--- src/rtl/fsg_ram.sv ---
// Generic simple dual-port RAM with registered read.
module fsg_ram #(
    parameter int WIDTH = 8,
    parameter int DEPTH = 16,
    localparam int AW = (DEPTH > 1) ? $clog2(DEPTH) : 1
) (
    input  logic             i_clk,
    input  logic             i_we,
    input  logic [AW-1:0]    i_waddr,
    input  logic [WIDTH-1:0] i_wdata,
    input  logic [AW-1:0]    i_raddr,
    output logic [WIDTH-1:0] o_rdata
);
    logic [WIDTH-1:0] mem [DEPTH];

    always_ff @(posedge i_clk) begin
        if (i_we) begin
            mem[i_waddr] <= i_wdata;
        end
        o_rdata <= mem[i_raddr];
    end
endmodule

--- config.mk ---
export PLATFORM = sky130hd
export DESIGN_NAME = fsg_ram
export DESIGN_NICKNAME = d
export VERILOG_FILES = /design/src/rtl/fsg_ram.sv
export SDC_FILE = /design/constraint.sdc
export NUM_CORES = 1
export LEC_CHECK = 0
export BUFFER_PORTS_ARGS = -buffer_cell sky130_fd_sc_hd__buf_2
export CAP_MARGIN = 10
export CORE_ASPECT_RATIO = 0.8
export CORE_MARGIN = 5
export CORE_UTILIZATION = 50
export CTS_BUF_LIST = sky130_fd_sc_hd__clkbuf_16
export CTS_CLUSTER_SIZE = 25
export DETAILED_ROUTE_END_ITERATION = 16
export PLACE_DENSITY = 0.66
export SYNTH_ARGS = -nofsm -noshare
export SYNTH_HDL_FRONTEND = slang
export SYNTH_SLANG_ARGS = --single-unit
--- constraint.sdc ---
create_clock -name i_clk -period 2.1 [get_ports i_clk]
set_input_delay 0.42 -clock i_clk [delete_from_list [all_inputs] [get_ports i_clk]]
set_output_delay 0.42 -clock i_clk [all_outputs]
set_load 0.01 [all_outputs]
==> reports/metrics.yaml, run 1 <==
placed_design:
  dp_cells: 412
  gp_congestion: 0.738
  io_buffers: 25
  hpwlAfterDp_um: 6370
  dpl_cell_area_mm2: 0.00560
floorplanning:
  core_mm2: 0.0102
  chipWidth_um: 123
  ios: 26
  die-area_mm2: 0.0124
  fp.dieH_um: 101
  start_util_pct: 50.7
  row_count: 33
routing:
  drc_errors: 0
  vias: 2501
  wire_per_inst_um: 22.7
  viasPerCell: 5.63
  routed_wl_um: 10100
  dr.pass1.iters: 5
  drtAntennaViolNets: 0
  drtIter0Drc: 258
cells_and_area:
  diodes: 0
  area_delta_synth_final_pct: 20.1
  nFillCells: 756
  stdcell_count: 444
  multiInputGateArea_mm2: 0.00106
  final_area_mm2: 0.00618
  finish.utilization_pct: 60.9
  ff_latch_area_mm2: 0.00400
  layout-drive-gt1-share_pct: 33.6
  nets: 309
global_routing:
  grt_pass1_wl_um: 15500
  grt_use_total_pct: 18.0
  grt_pass1_vias: 2619
  grt_max_degree: 33
  overflow: 0
  antenna_found_initial: 0
synthesis:
  syn-cell-area_mm2: 0.00515
  synth_area_leader_cell: "edfxtp_1"
  netlist_instances: 229
  seq_area_frac_synth_pct: 77.8
  yosys.area.top_type_share_pct: 74.7
  ys_async_sr_fraction_pct: 0
  synth_ff_type: "edfxtp_1"
  netlist_top_cells_count: "128 x edfxtp_1, 18 x mux4_2, 16 x a22oi_1"
  syn_area_per_cell_um2: 22.5
  synth_area_leaders: "edfxtp_1 75%, mux4_2 7.9%, mux4_1 7.1%"
  synth_cell_types: 19
  synth_edf_count: 128
  synth_nets: 247
  synth_most_common_cell: "edfxtp_1"
  ys_ff_latch: 136
  synth_warnings: 0
timing:
  setup-tns-final_ns: 0
  fin_skew_ns: 0.00567
  whs_ns: 0.399
  hold_violations: 0
  tightest_slew_ns: 0.462
  timing.final.crit_period_ns: 1.40
  finalMaxSlewViolations: 0
  rsz0062_at_grt: "no"
  setup_viol: 0
  period_share_pct: 66.8
  timing.fmax_mhz: 712
  max_slew_margin_pct: 69.2
clock_network:
  cts_tree: "yes"
  cts_max_level: 4
  cts.clk_slew.worst_paths_ns: 0.06
  clkSinkCount: 136
  post-cts-setup-buffers: 0
  cts_resized: 0
  cts.path.max_buffers: 2
  cts_hold_buf: 0
  clock_latency_ns: 0.41
  cts_made_buffers: 17
  cts_root_buf: "clkbuf_16"
setup_path:
  rrSetupSlack_ns: 0.74
  slowest_delay_ns: 0.60
  crit_required_ns: 2.39
  critPathKind: "input pin to flop"
  r2r-start: "mem[3][6]"
  worstPathArrival_ns: 1.70
  path_cells: "buf_2 -> buf_12 -> mux4_1 -> a22oi_1 -> nand2_1"
  crit_path_end: "o_rdata[2]"
  worst_r2r_endpoint: "o_rdata[6]"
  cp_slowest_cell: "mux4_1"
  endpoint_kind: "flop"
  startpoint_type: "input pin"
  r2r_cells: 3
  crit_fanout: 20
  cp-startpoint: "i_raddr[0]"
power_and_ir_drop:
  p_per_area_mw_per_mm2: 1010
  clkPwrFrac_pct: 46.5
  ir_drop_uv: 1390
  intPower_mw: 5.01
  sw_frac_of_total_pct: 20.0
  comb_power_share_pct: 4.7
  p_sw_mw: 1.25
  seq_power_share_pct: 48.7
  p_leak_nw: 2.14
run_status:
  status: "completed"
worst_hold_path:
  hold_class: "input pin to flop"
flow_run:
  drv_cap: 0
-- registers in the layout, summed over array words and instances, names as in the netlist --
| signal | cells |
|---|---|
| o_rdata | 8 |
| mem | 128 |
-- power by group through the flow --
| stage | clock network, mW | logic [mW] | registers [mW] |
|---|---|---|---|
| 6_report | 2.92 | 0.295 | 3.05 |
| 5_1_grt | 3.09 | 0.322 | 3.06 |
| 4_1_cts | 2.95 | 0.300 | 3.05 |
| 3_5_place_dp | 0 | 0.298 | 3.11 |
| 3_3_place_gp | 0 | 0.292 | 3.11 |
| 2_1_floorplan | 0 | 0.154 | 3.11 |
-- how the worst min path moves through the flow --
stage / endpoint / slack, ns / start / cells past startpoint
after floorplan: mem[0][0] / 0.52 / i_wdata[0] / 0
after global placement: o_rdata[1] / 0.65 / mem[14][1] / 3
after detailed placement: o_rdata[2] / 0.66 / mem[15][2] / 3
after CTS: mem[7][5] / 0.38 / i_wdata[5] / 1
after global routing: mem[10][6] / 0.39 / i_wdata[6] / 1
final: mem[6][2] / 0.40 / i_wdata[2] / 1
-- logic make-up after synthesis --
group | after synthesis | synth area share (%)
AO/OA/AOI/OAI | 16 | 2.33
AND/OR/NAND/NOR | 35 | 3.18
multiplexers | 32 | 15.0
buffers and inverters | 10 | 1.68
flip-flops | 136 | 77.8
-- stage by stage --
stage | setup WS [ns] | power [mW]
final | 0.696 | 6.26
after floorplan | 0.187 | 3.27
after CTS | 0.707 | 6.31
after global routing | 0.618 | 6.47
after detailed placement | 0.263 | 3.41
after global placement | 0.257 | 3.40
-- per-layer routing --
| layer | vias to the layer above | track usage (%) | part of all wire [%] |
|---|---|---|---|
| met5 | - | 0 | 0 |
| met4 | 0 | 5.11 | 0.86 |
| met3 | 9 | 6.79 | 8.0 |
| met2 | 89 | 25.5 | 46 |
| met1 | 1308 | 26.5 | 45 |
| li1 | 1095 | - | - |
-- critical path, delay by kind of cell --
kind | cells | cell delay (ns)
compound gates | 1 | 0.27
buf+inv | 2 | 0.30
simple gates | 1 | 0.08
mux | 1 | 0.60
-- cell type report --
| type | instances | area share, % |
|---|---|---|
| multi-input cells | 83 | 17.1 |
| well taps | 140 | 2.83 |
| flip-flops and latches | 136 | 64.8 |
| clock inverters | 15 | 2.59 |
| repair buffers | 53 | 5.83 |
| clock buffers | 17 | 6.88 |
-- layout by cell type, fill, tap and decap left out, types with 2 or more instances in the layout --
master	instances
nand2_1	9
a22oi_1	16
buf_4	26
dfxtp_1	8
buf_12	2
bufinv_16	3
mux4_1	14
clkbuf_16	17
mux4_2	18
edfxtp_1	128
clkinv_2	6
nor2_1	13
nand3b_1	2
nor3_1	4
nand2b_1	2
buf_2	25
clkinvlp_4	2
No activity file was read; power rests on OpenSTA's default activity.
==> inputs of run 2 (changes only) <==
--- a/config.mk
+++ b/config.mk
@@ -5,6 +5,7 @@
 export SDC_FILE = /design/constraint.sdc
 export NUM_CORES = 1
 export LEC_CHECK = 0
+export ABC_AREA = 1
 export BUFFER_PORTS_ARGS = -buffer_cell sky130_fd_sc_hd__buf_2
 export CAP_MARGIN = 10
 export CORE_ASPECT_RATIO = 0.8
@@ -13,7 +14,7 @@
 export CTS_BUF_LIST = sky130_fd_sc_hd__clkbuf_16
 export CTS_CLUSTER_SIZE = 25
 export DETAILED_ROUTE_END_ITERATION = 16
-export PLACE_DENSITY = 0.66
+export PLACE_DENSITY = 0.69
 export SYNTH_ARGS = -nofsm -noshare
 export SYNTH_HDL_FRONTEND = slang
 export SYNTH_SLANG_ARGS = --single-unit
==> constraint.sdc (replaced) <==
create_clock -name i_clk -period 1.25 [get_ports i_clk]
set_input_delay 0.25 -clock i_clk [delete_from_list [all_inputs] [get_ports i_clk]]
set_output_delay 0.25 -clock i_clk [all_outputs]
set_load 0.01 [all_outputs]
==> reports/metrics.yaml, run 2 <==
cells_and_area:
  largest_reg_flops: 128  # unchanged
  layout_common_cells: "173 x nand2_1, 128 x edfxtp_1, 101 x inv_1"  # was 128 x edfxtp_1, 26 x buf_4, 25 x buf_2
  reg.largest.list: "mem: 128 flops, o_rdata: 8 flops"  # unchanged
  nets: 614  # was 309
  regMostFlops: "mem"  # unchanged
  layout-drive-gt1-share_pct: 13.6  # was 33.6%
  layout_commonest_cell: "nand2_1"  # was edfxtp_1
  diodes: 0  # unchanged
  finish.utilization_pct: 59.2  # was 60.9%
  area_delta_synth_final_pct: 16.9  # was 20.1%
worst_hold_path:
  hold_class: "input pin to flop"  # unchanged
clock_network:
  clock_latency_ns: 0.42  # was 0.41 ns
  cts.path.max_buffers: 2  # unchanged
  post-cts-setup-buffers: 0  # unchanged
  cts_root_buf: "clkbuf_16"  # unchanged
  clkSinkCount: 136  # unchanged
  cts_max_level: 4  # unchanged
  cts.clk_slew.worst_paths_ns: 0.06  # about the same
  cts_made_buffers: 17  # unchanged
  cts_resized: 0  # unchanged
  cts_hold_buf: 0  # unchanged
  cts_tree: "yes"  # unchanged
setup_path:
  critPathKind: "flop to primary output"  # was input pin to flop
  worstPathArrival_ns: 0.94  # was 1.70 ns
  crit_required_ns: 1.00  # was 2.39 ns
  crit_buf_inv: 1  # was 2
  endpoint_kind: "primary output"  # was flop
  path_delay_family: "flip-flops"  # was multiplexers
  slowest_delay_ns: 0.37  # was 0.60 ns
  cp_slowest_cell: "dfxtp_1"  # was mux4_1
  crit_fanout: 1  # was 20
  startpoint_type: "flop"  # was input pin
  path_cells: "buf_2"  # was buf_2 -> buf_12 -> mux4_1 -> a22oi_1 -> nand2_1
timing:
  rsz0062_at_grt: "no"  # unchanged
  timing.final.crit_period_ns: 1.19
  tightest_slew_ns: 0.361  # was 0.462 ns
  finalMaxSlewViolations: 0  # unchanged
  setup-tns-final_ns: 0  # unchanged
  period_share_pct: 95.3
  hold_violations: 0  # unchanged
  max_slew_margin_pct: 75.9  # was 69.2%
  setup_viol: 0  # unchanged
  timing.fmax_mhz: 840
  fin_ws_ns: 0.0591  # was 0.696 ns
  fin_skew_ns: 0.0130  # was 0.00567 ns
synthesis:
  synth_cell_types: 12  # was 19
  synth_simple_gate_area_share_pct: 21.0  # was 3.18%
  ys_ff_latch: 136  # unchanged
  synth_top_family_by_area: "simple AND/OR/NAND/NOR gates"  # was multiplexers
  syn-cell-area_mm2: 0.00577  # was 0.00515 mm^2
  synth_edf_count: 128  # unchanged
  yosys.area_share.adder_pct: 0  # unchanged
  synth_nets: 569  # was 247
  muxShareOfSynthArea_pct: 0  # was 15.0%
  seq_area_frac_synth_pct: 69.4  # was 77.8%
  ys_async_sr_fraction_pct: 0  # unchanged
  synth-xor-area-share_pct: 0  # unchanged
  synth_area_leaders: "edfxtp_1 67%, nand2_1 11%, nand3_1 8.4%"  # was edfxtp_1 75%, mux4_2 7.9%, mux4_1 7.1%
  netlist_instances: 551  # was 229
  synth_compound_area_share_pct: 0  # was 2.33%
  synth_most_common_cell: "nand2_1"  # was edfxtp_1
  netlist_top_cells_count: "173 x nand2_1, 128 x edfxtp_1, 100 x inv_1"  # was 128 x edfxtp_1, 18 x mux4_2, 16 x a22oi_1
  synth_warnings: 0  # unchanged
  synth_ff_type: "edfxtp_1"  # unchanged
  synth_area_leader_cell: "edfxtp_1"  # unchanged
  syn_area_per_cell_um2: 10.5  # was 22.5 um^2
  yosys.area.top_type_share_pct: 66.7  # was 74.7%
routing:
  vias: 3806  # was 2501
  drtIter0Drc: 318  # was 258
  viasPerCell: 5.03  # was 5.63
  drc_errors: 0  # unchanged
  drtAntennaViolNets: 0  # unchanged
  wire_per_inst_um: 16.9  # was 22.7 um
  dr.pass1.iters: 5  # unchanged
  routed_wl_um: 12800  # was 10100 um
global_routing:
  grt_pass1_vias: 3676  # was 2619
  grt_use_total_pct: 20.3  # was 18.0%
  antenna_found_initial: 0  # unchanged
  grt_max_degree: 65  # was 33
  grt_pass1_wl_um: 20400  # was 15500 um
  overflow: 0  # unchanged
floorplanning:
  core_mm2: 0.0114  # was 0.0102 mm^2
  chipWidth_um: 130  # was 123 um
  start_util_pct: 50.6  # was 50.7%
  ios: 26  # unchanged
  row_count: 35  # was 33
  die-area_mm2: 0.0138  # was 0.0124 mm^2
  fp.dieH_um: 106  # was 101 um
power_and_ir_drop:
  intPower_mw: 8.21  # was 5.01 mW
  seq_power_share_pct: 48.8  # was 48.7%
  design_power_total_mw: 10.5  # was 6.26 mW
  sw_frac_of_total_pct: 22.0  # was 20.0%
  p_leak_nw: 2.94  # was 2.14 nW
  p_per_area_mw_per_mm2: 1560  # was 1010 mW/mm^2
  clkPwrFrac_pct: 44.9  # was 46.5%
  p_sw_mw: 2.32  # was 1.25 mW
  ir_drop_uv: 1470  # was 1390 uV
  comb_power_share_pct: 6.3  # was 4.7%
run_status:
  status: "completed"  # unchanged
placed_design:
  io_buffers: 25  # unchanged
  post-place-ws_ns: -0.131  # was 0.263 ns
  hpwlAfterDp_um: 7950  # was 6370 um
  gp_congestion: 0.822  # was 0.738
flow_run:
  drv_cap: 0  # unchanged
[run 2: cell count changes in the layout (fill, tap and decap cells not counted), sizes merged, moves of 2 or more]
cell / delta
buf: -3
nor2: +4
inv: +101
nand3: +96
clkinvlp: +3
nand2: +164
nor3: -4
mux4: -32
a22oi: -16
nand2b: -2
[run 2: path summary, 6_finish.rpt]
check,startpoint,to,slack (ns),depth (start not counted)
worst max-delay path,o_rdata[4],o_rdata[4],0.06,1
worst min-delay path,i_raddr[3],o_rdata[4],0.19,3
worst min register to register,mem[3][4],o_rdata[4],0.65,6
worst max register to register,mem[5][5],o_rdata[5],0.17,6
[run 2: area by class of cell]
class / count / area [um^2]
timing repair buffer: 50 / 388
multi-input combinational: 289 / 1210
fill: 964 / 4650
tap: 148 / 185
inverter: 102 / 383
clock buffer: 17 / 425
clock inverter: 15 / 139
sequential: 136 / 4010
[run 2: cell families after synthesis]
kind of cell | after synthesis
flip-flops | 136
AND/OR/NAND/NOR | 289
buffers and inverters | 126
[run 2: power groups by stage]
| stage | sequential [mW] | clock, mW | combinational [mW] |
|---|---|---|---|
| 2_1_floorplan | 5.23 | 0 | 0.360 |
| 3_3_place_gp | 5.23 | 0 | 0.646 |
| 3_5_place_dp | 5.23 | 0 | 0.661 |
| 4_1_cts | 5.13 | 4.77 | 0.664 |
| 5_1_grt | 5.14 | 5.01 | 0.743 |
| 6_report | 5.13 | 4.73 | 0.661 |
[run 2: routing by layer]
layer	track usage [%]	routed length, um
met3	6.63	969
met1	28.7	5920
met5	0	0
met2	29.0	5640
met4	7.86	257
[run 2: through the flow]
| step | area, um^2 | std cells | hold WS (ns) |
|---|---|---|---|
| after floorplan | 5770 | 551 | 0.349 |
| after global placement | 6170 | 725 | 0.635 |
| after detailed placement | 6170 | 725 | 0.631 |
| after CTS | 6740 | 757 | 0.191 |
| after global routing | 6740 | 757 | 0.226 |
| final | 6740 | 757 | 0.194 |
==> inputs of run 3 (changes only) <==
--- a/config.mk
+++ b/config.mk
@@ -8,13 +8,15 @@
 export ABC_AREA = 1
 export BUFFER_PORTS_ARGS = -buffer_cell sky130_fd_sc_hd__buf_2
 export CAP_MARGIN = 10
+export CELL_PAD_IN_SITES_DETAIL_PLACEMENT = 1
+export CELL_PAD_IN_SITES_GLOBAL_PLACEMENT = 1
 export CORE_ASPECT_RATIO = 0.8
 export CORE_MARGIN = 5
-export CORE_UTILIZATION = 50
-export CTS_BUF_LIST = sky130_fd_sc_hd__clkbuf_16
+export CORE_UTILIZATION = 46
+export CTS_BUF_LIST = sky130_fd_sc_hd__clkbuf_2
 export CTS_CLUSTER_SIZE = 25
 export DETAILED_ROUTE_END_ITERATION = 16
-export PLACE_DENSITY = 0.69
+export PLACE_DENSITY = 0.77
 export SYNTH_ARGS = -nofsm -noshare
 export SYNTH_HDL_FRONTEND = slang
 export SYNTH_SLANG_ARGS = --single-unit
==> constraint.sdc (replaced) <==
create_clock -name i_clk -period 1.25 [get_ports i_clk]
set_input_delay 0.25 -clock i_clk [delete_from_list [all_inputs] [get_ports i_clk]]
set_output_delay 0.25 -clock i_clk [all_outputs]
set_load 0.05 [all_outputs]
==> reports/metrics.yaml, run 3 (synthesized netlist as in run 2, its figures left out) <==
clock_network:
  cts.clk_slew.worst_paths_ns: 0.18  # was 0.06 ns
  clock_latency_ns: 0.70  # was 0.42 ns
  cts_max_level: 4  # unchanged
  cts.path.max_buffers: 2  # unchanged
  post-cts-setup-buffers: 0  # unchanged
  cts_tree: "yes"  # unchanged
  cts_made_buffers: 17  # unchanged
  cts_root_buf: "clkbuf_2"  # was clkbuf_16
  clkSinkCount: 136  # unchanged
routing:
  routed_wl_um: 15100  # was 12800 um
  drtIter0Drc: 353  # was 318
  dr.pass1.iters: 4  # was 5
  drtAntennaViolNets: 0  # unchanged
  wire_per_inst_um: 19.1  # was 16.9 um
  vias: 3996  # was 3806
  drc_errors: 0  # unchanged
  viasPerCell: 5.04  # was 5.03
cells_and_area:
  layout-drive-gt1-share_pct: 14.5  # was 13.6%
  area_delta_synth_final_pct: 13.7  # was 16.9%
  reg.largest.list: "mem: 128 flops, o_rdata: 8 flops"  # unchanged
  diodes: 0  # unchanged
  finish.utilization_pct: 53.5  # was 59.2%
  nets: 627  # was 614
  final_area_mm2: 0.00656  # was 0.00674 mm^2
  stdcell_count: 793  # was 757
  largest_reg_flops: 128  # unchanged
  regMostFlops: "mem"  # unchanged
  layout_common_cells: "173 x nand2_1, 128 x edfxtp_1, 100 x inv_1"  # was 173 x nand2_1, 128 x edfxtp_1, 101 x inv_1
  layout_commonest_cell: "nand2_1"  # unchanged
timing:
  max_slew_margin_pct: 67.8  # was 75.9%
  period_share_pct: 121  # was 95.3%
  fin_ws_ns: -0.257  # was 0.0591 ns
  rsz0062_at_grt: "yes"  # was no
  setup_viol: 8  # was 0
  timing.fmax_mhz: 664  # was 840 MHz
  hold_violations: 0  # unchanged
  fin_skew_ns: 0.0311  # was 0.0130 ns
  timing.final.crit_period_ns: 1.51  # was 1.19 ns
  tightest_slew_ns: 0.483  # was 0.361 ns
  finalMaxSlewViolations: 0  # unchanged
  whs_ns: 0.0991  # was 0.194 ns
  setup-tns-final_ns: -1.82  # was 0 ns
setup_path:
  crit_buf_inv: 1  # unchanged
  path_delay_family: "flip-flops"  # unchanged
  slowest_delay_ns: 0.41  # was 0.37 ns
  crit_fanout: 1  # unchanged
  crit_required_ns: 1.00  # about the same
  worstPathArrival_ns: 1.26  # was 0.94 ns
  critPathKind: "flop to primary output"  # unchanged
  startpoint_type: "flop"  # unchanged
  cp_slowest_cell: "dfxtp_4"  # was dfxtp_1
  endpoint_kind: "primary output"  # unchanged
  path_cells: "buf_8"  # was buf_2
power_and_ir_drop:
  design_power_total_mw: 7.98  # was 10.5 mW
  p_per_area_mw_per_mm2: 1220  # was 1560 mW/mm^2
  ir_drop_uv: 787  # was 1470 uV
  p_leak_nw: 2.87  # was 2.94 nW
global_routing:
  overflow: 0  # unchanged
  grt_max_degree: 57  # was 65
  antenna_found_initial: 0  # unchanged
  grt_pass1_vias: 4268  # was 3676
  grt_pass1_wl_um: 23600  # was 20400 um
  grt_use_total_pct: 22.0  # was 20.3%
floorplanning:
  core_mm2: 0.0123  # was 0.0114 mm^2
  chipWidth_um: 135  # was 130 um
  fp.dieH_um: 110  # was 106 um
  start_util_pct: 47.1  # was 50.6%
  ios: 26  # unchanged
  row_count: 36  # was 35
  die-area_mm2: 0.0149  # was 0.0138 mm^2
placed_design:
  dpl_cell_area_mm2: 0.00622  # was 0.00617 mm^2
  hpwlAfterDp_um: 10100  # was 7950 um
  dp_cells: 752  # was 725
  io_buffers: 25  # unchanged
  gp_congestion: 0.808  # was 0.822
  post-place-ws_ns: -0.0941  # was -0.131 ns
worst_hold_path:
  hold_class: "input pin to flop"  # unchanged
flow_run:
  drv_cap: 0  # unchanged
run_status:
  failed_checks: "setup timing"
  status: "finished, violations left"  # was completed
-- run 3: path summary, 6_finish.rpt --
kind | startpoint | end | slack (ns) | cells after the start
min reg2reg | mem[2][5] | o_rdata[5] | 0.69 | 6
min | i_raddr[2] | o_rdata[6] | 0.1 | 5
max reg2reg | mem[9][3] | o_rdata[3] | 0.25 | 6
max | o_rdata[1] | o_rdata[1] | -0.26 | 1
-- run 3: cell type report --
class | instances | area [um^2]
inverter | 102 | 383
clock buffer | 23 | 115
timing repair buffer | 63 | 576
tap | 171 | 214
sequential | 136 | 4020
multi-input combinational | 289 | 1210
fill | 1382 | 5690
clock inverter | 9 | 37.5
-- run 3: repair_timing --
action | 4_1_cts | 5_1_grt
gates cloned | 0 | 0
hold buffers | 9 | 0
endpoints found under the setup margin | 8 | 8
gates resized for setup | 34 | 0
hold endpoints to repair | 134 | 0
-- run 3: report_power, final --
part / switching [mW] / internal, mW / total (mW) / leakage (nW)
logic: 0.549 / 0.293 / 0.842 / 1.53
registers: 0.0531 / 5.10 / 5.15 / 1.22
clock network: 1.47 / 0.517 / 1.98 / 0.117
total: 2.07 / 5.91 / 7.98 / 2.87
-- run 3: routing by layer --
layer  routed length (um)  part of all wire (%)  track usage (%)
met1                 6610                    44             27.2
met4                  240                   1.6             6.83
met2                 7630                    50             38.2
met3                  655                   4.3             5.72
met5                    0                     0                0
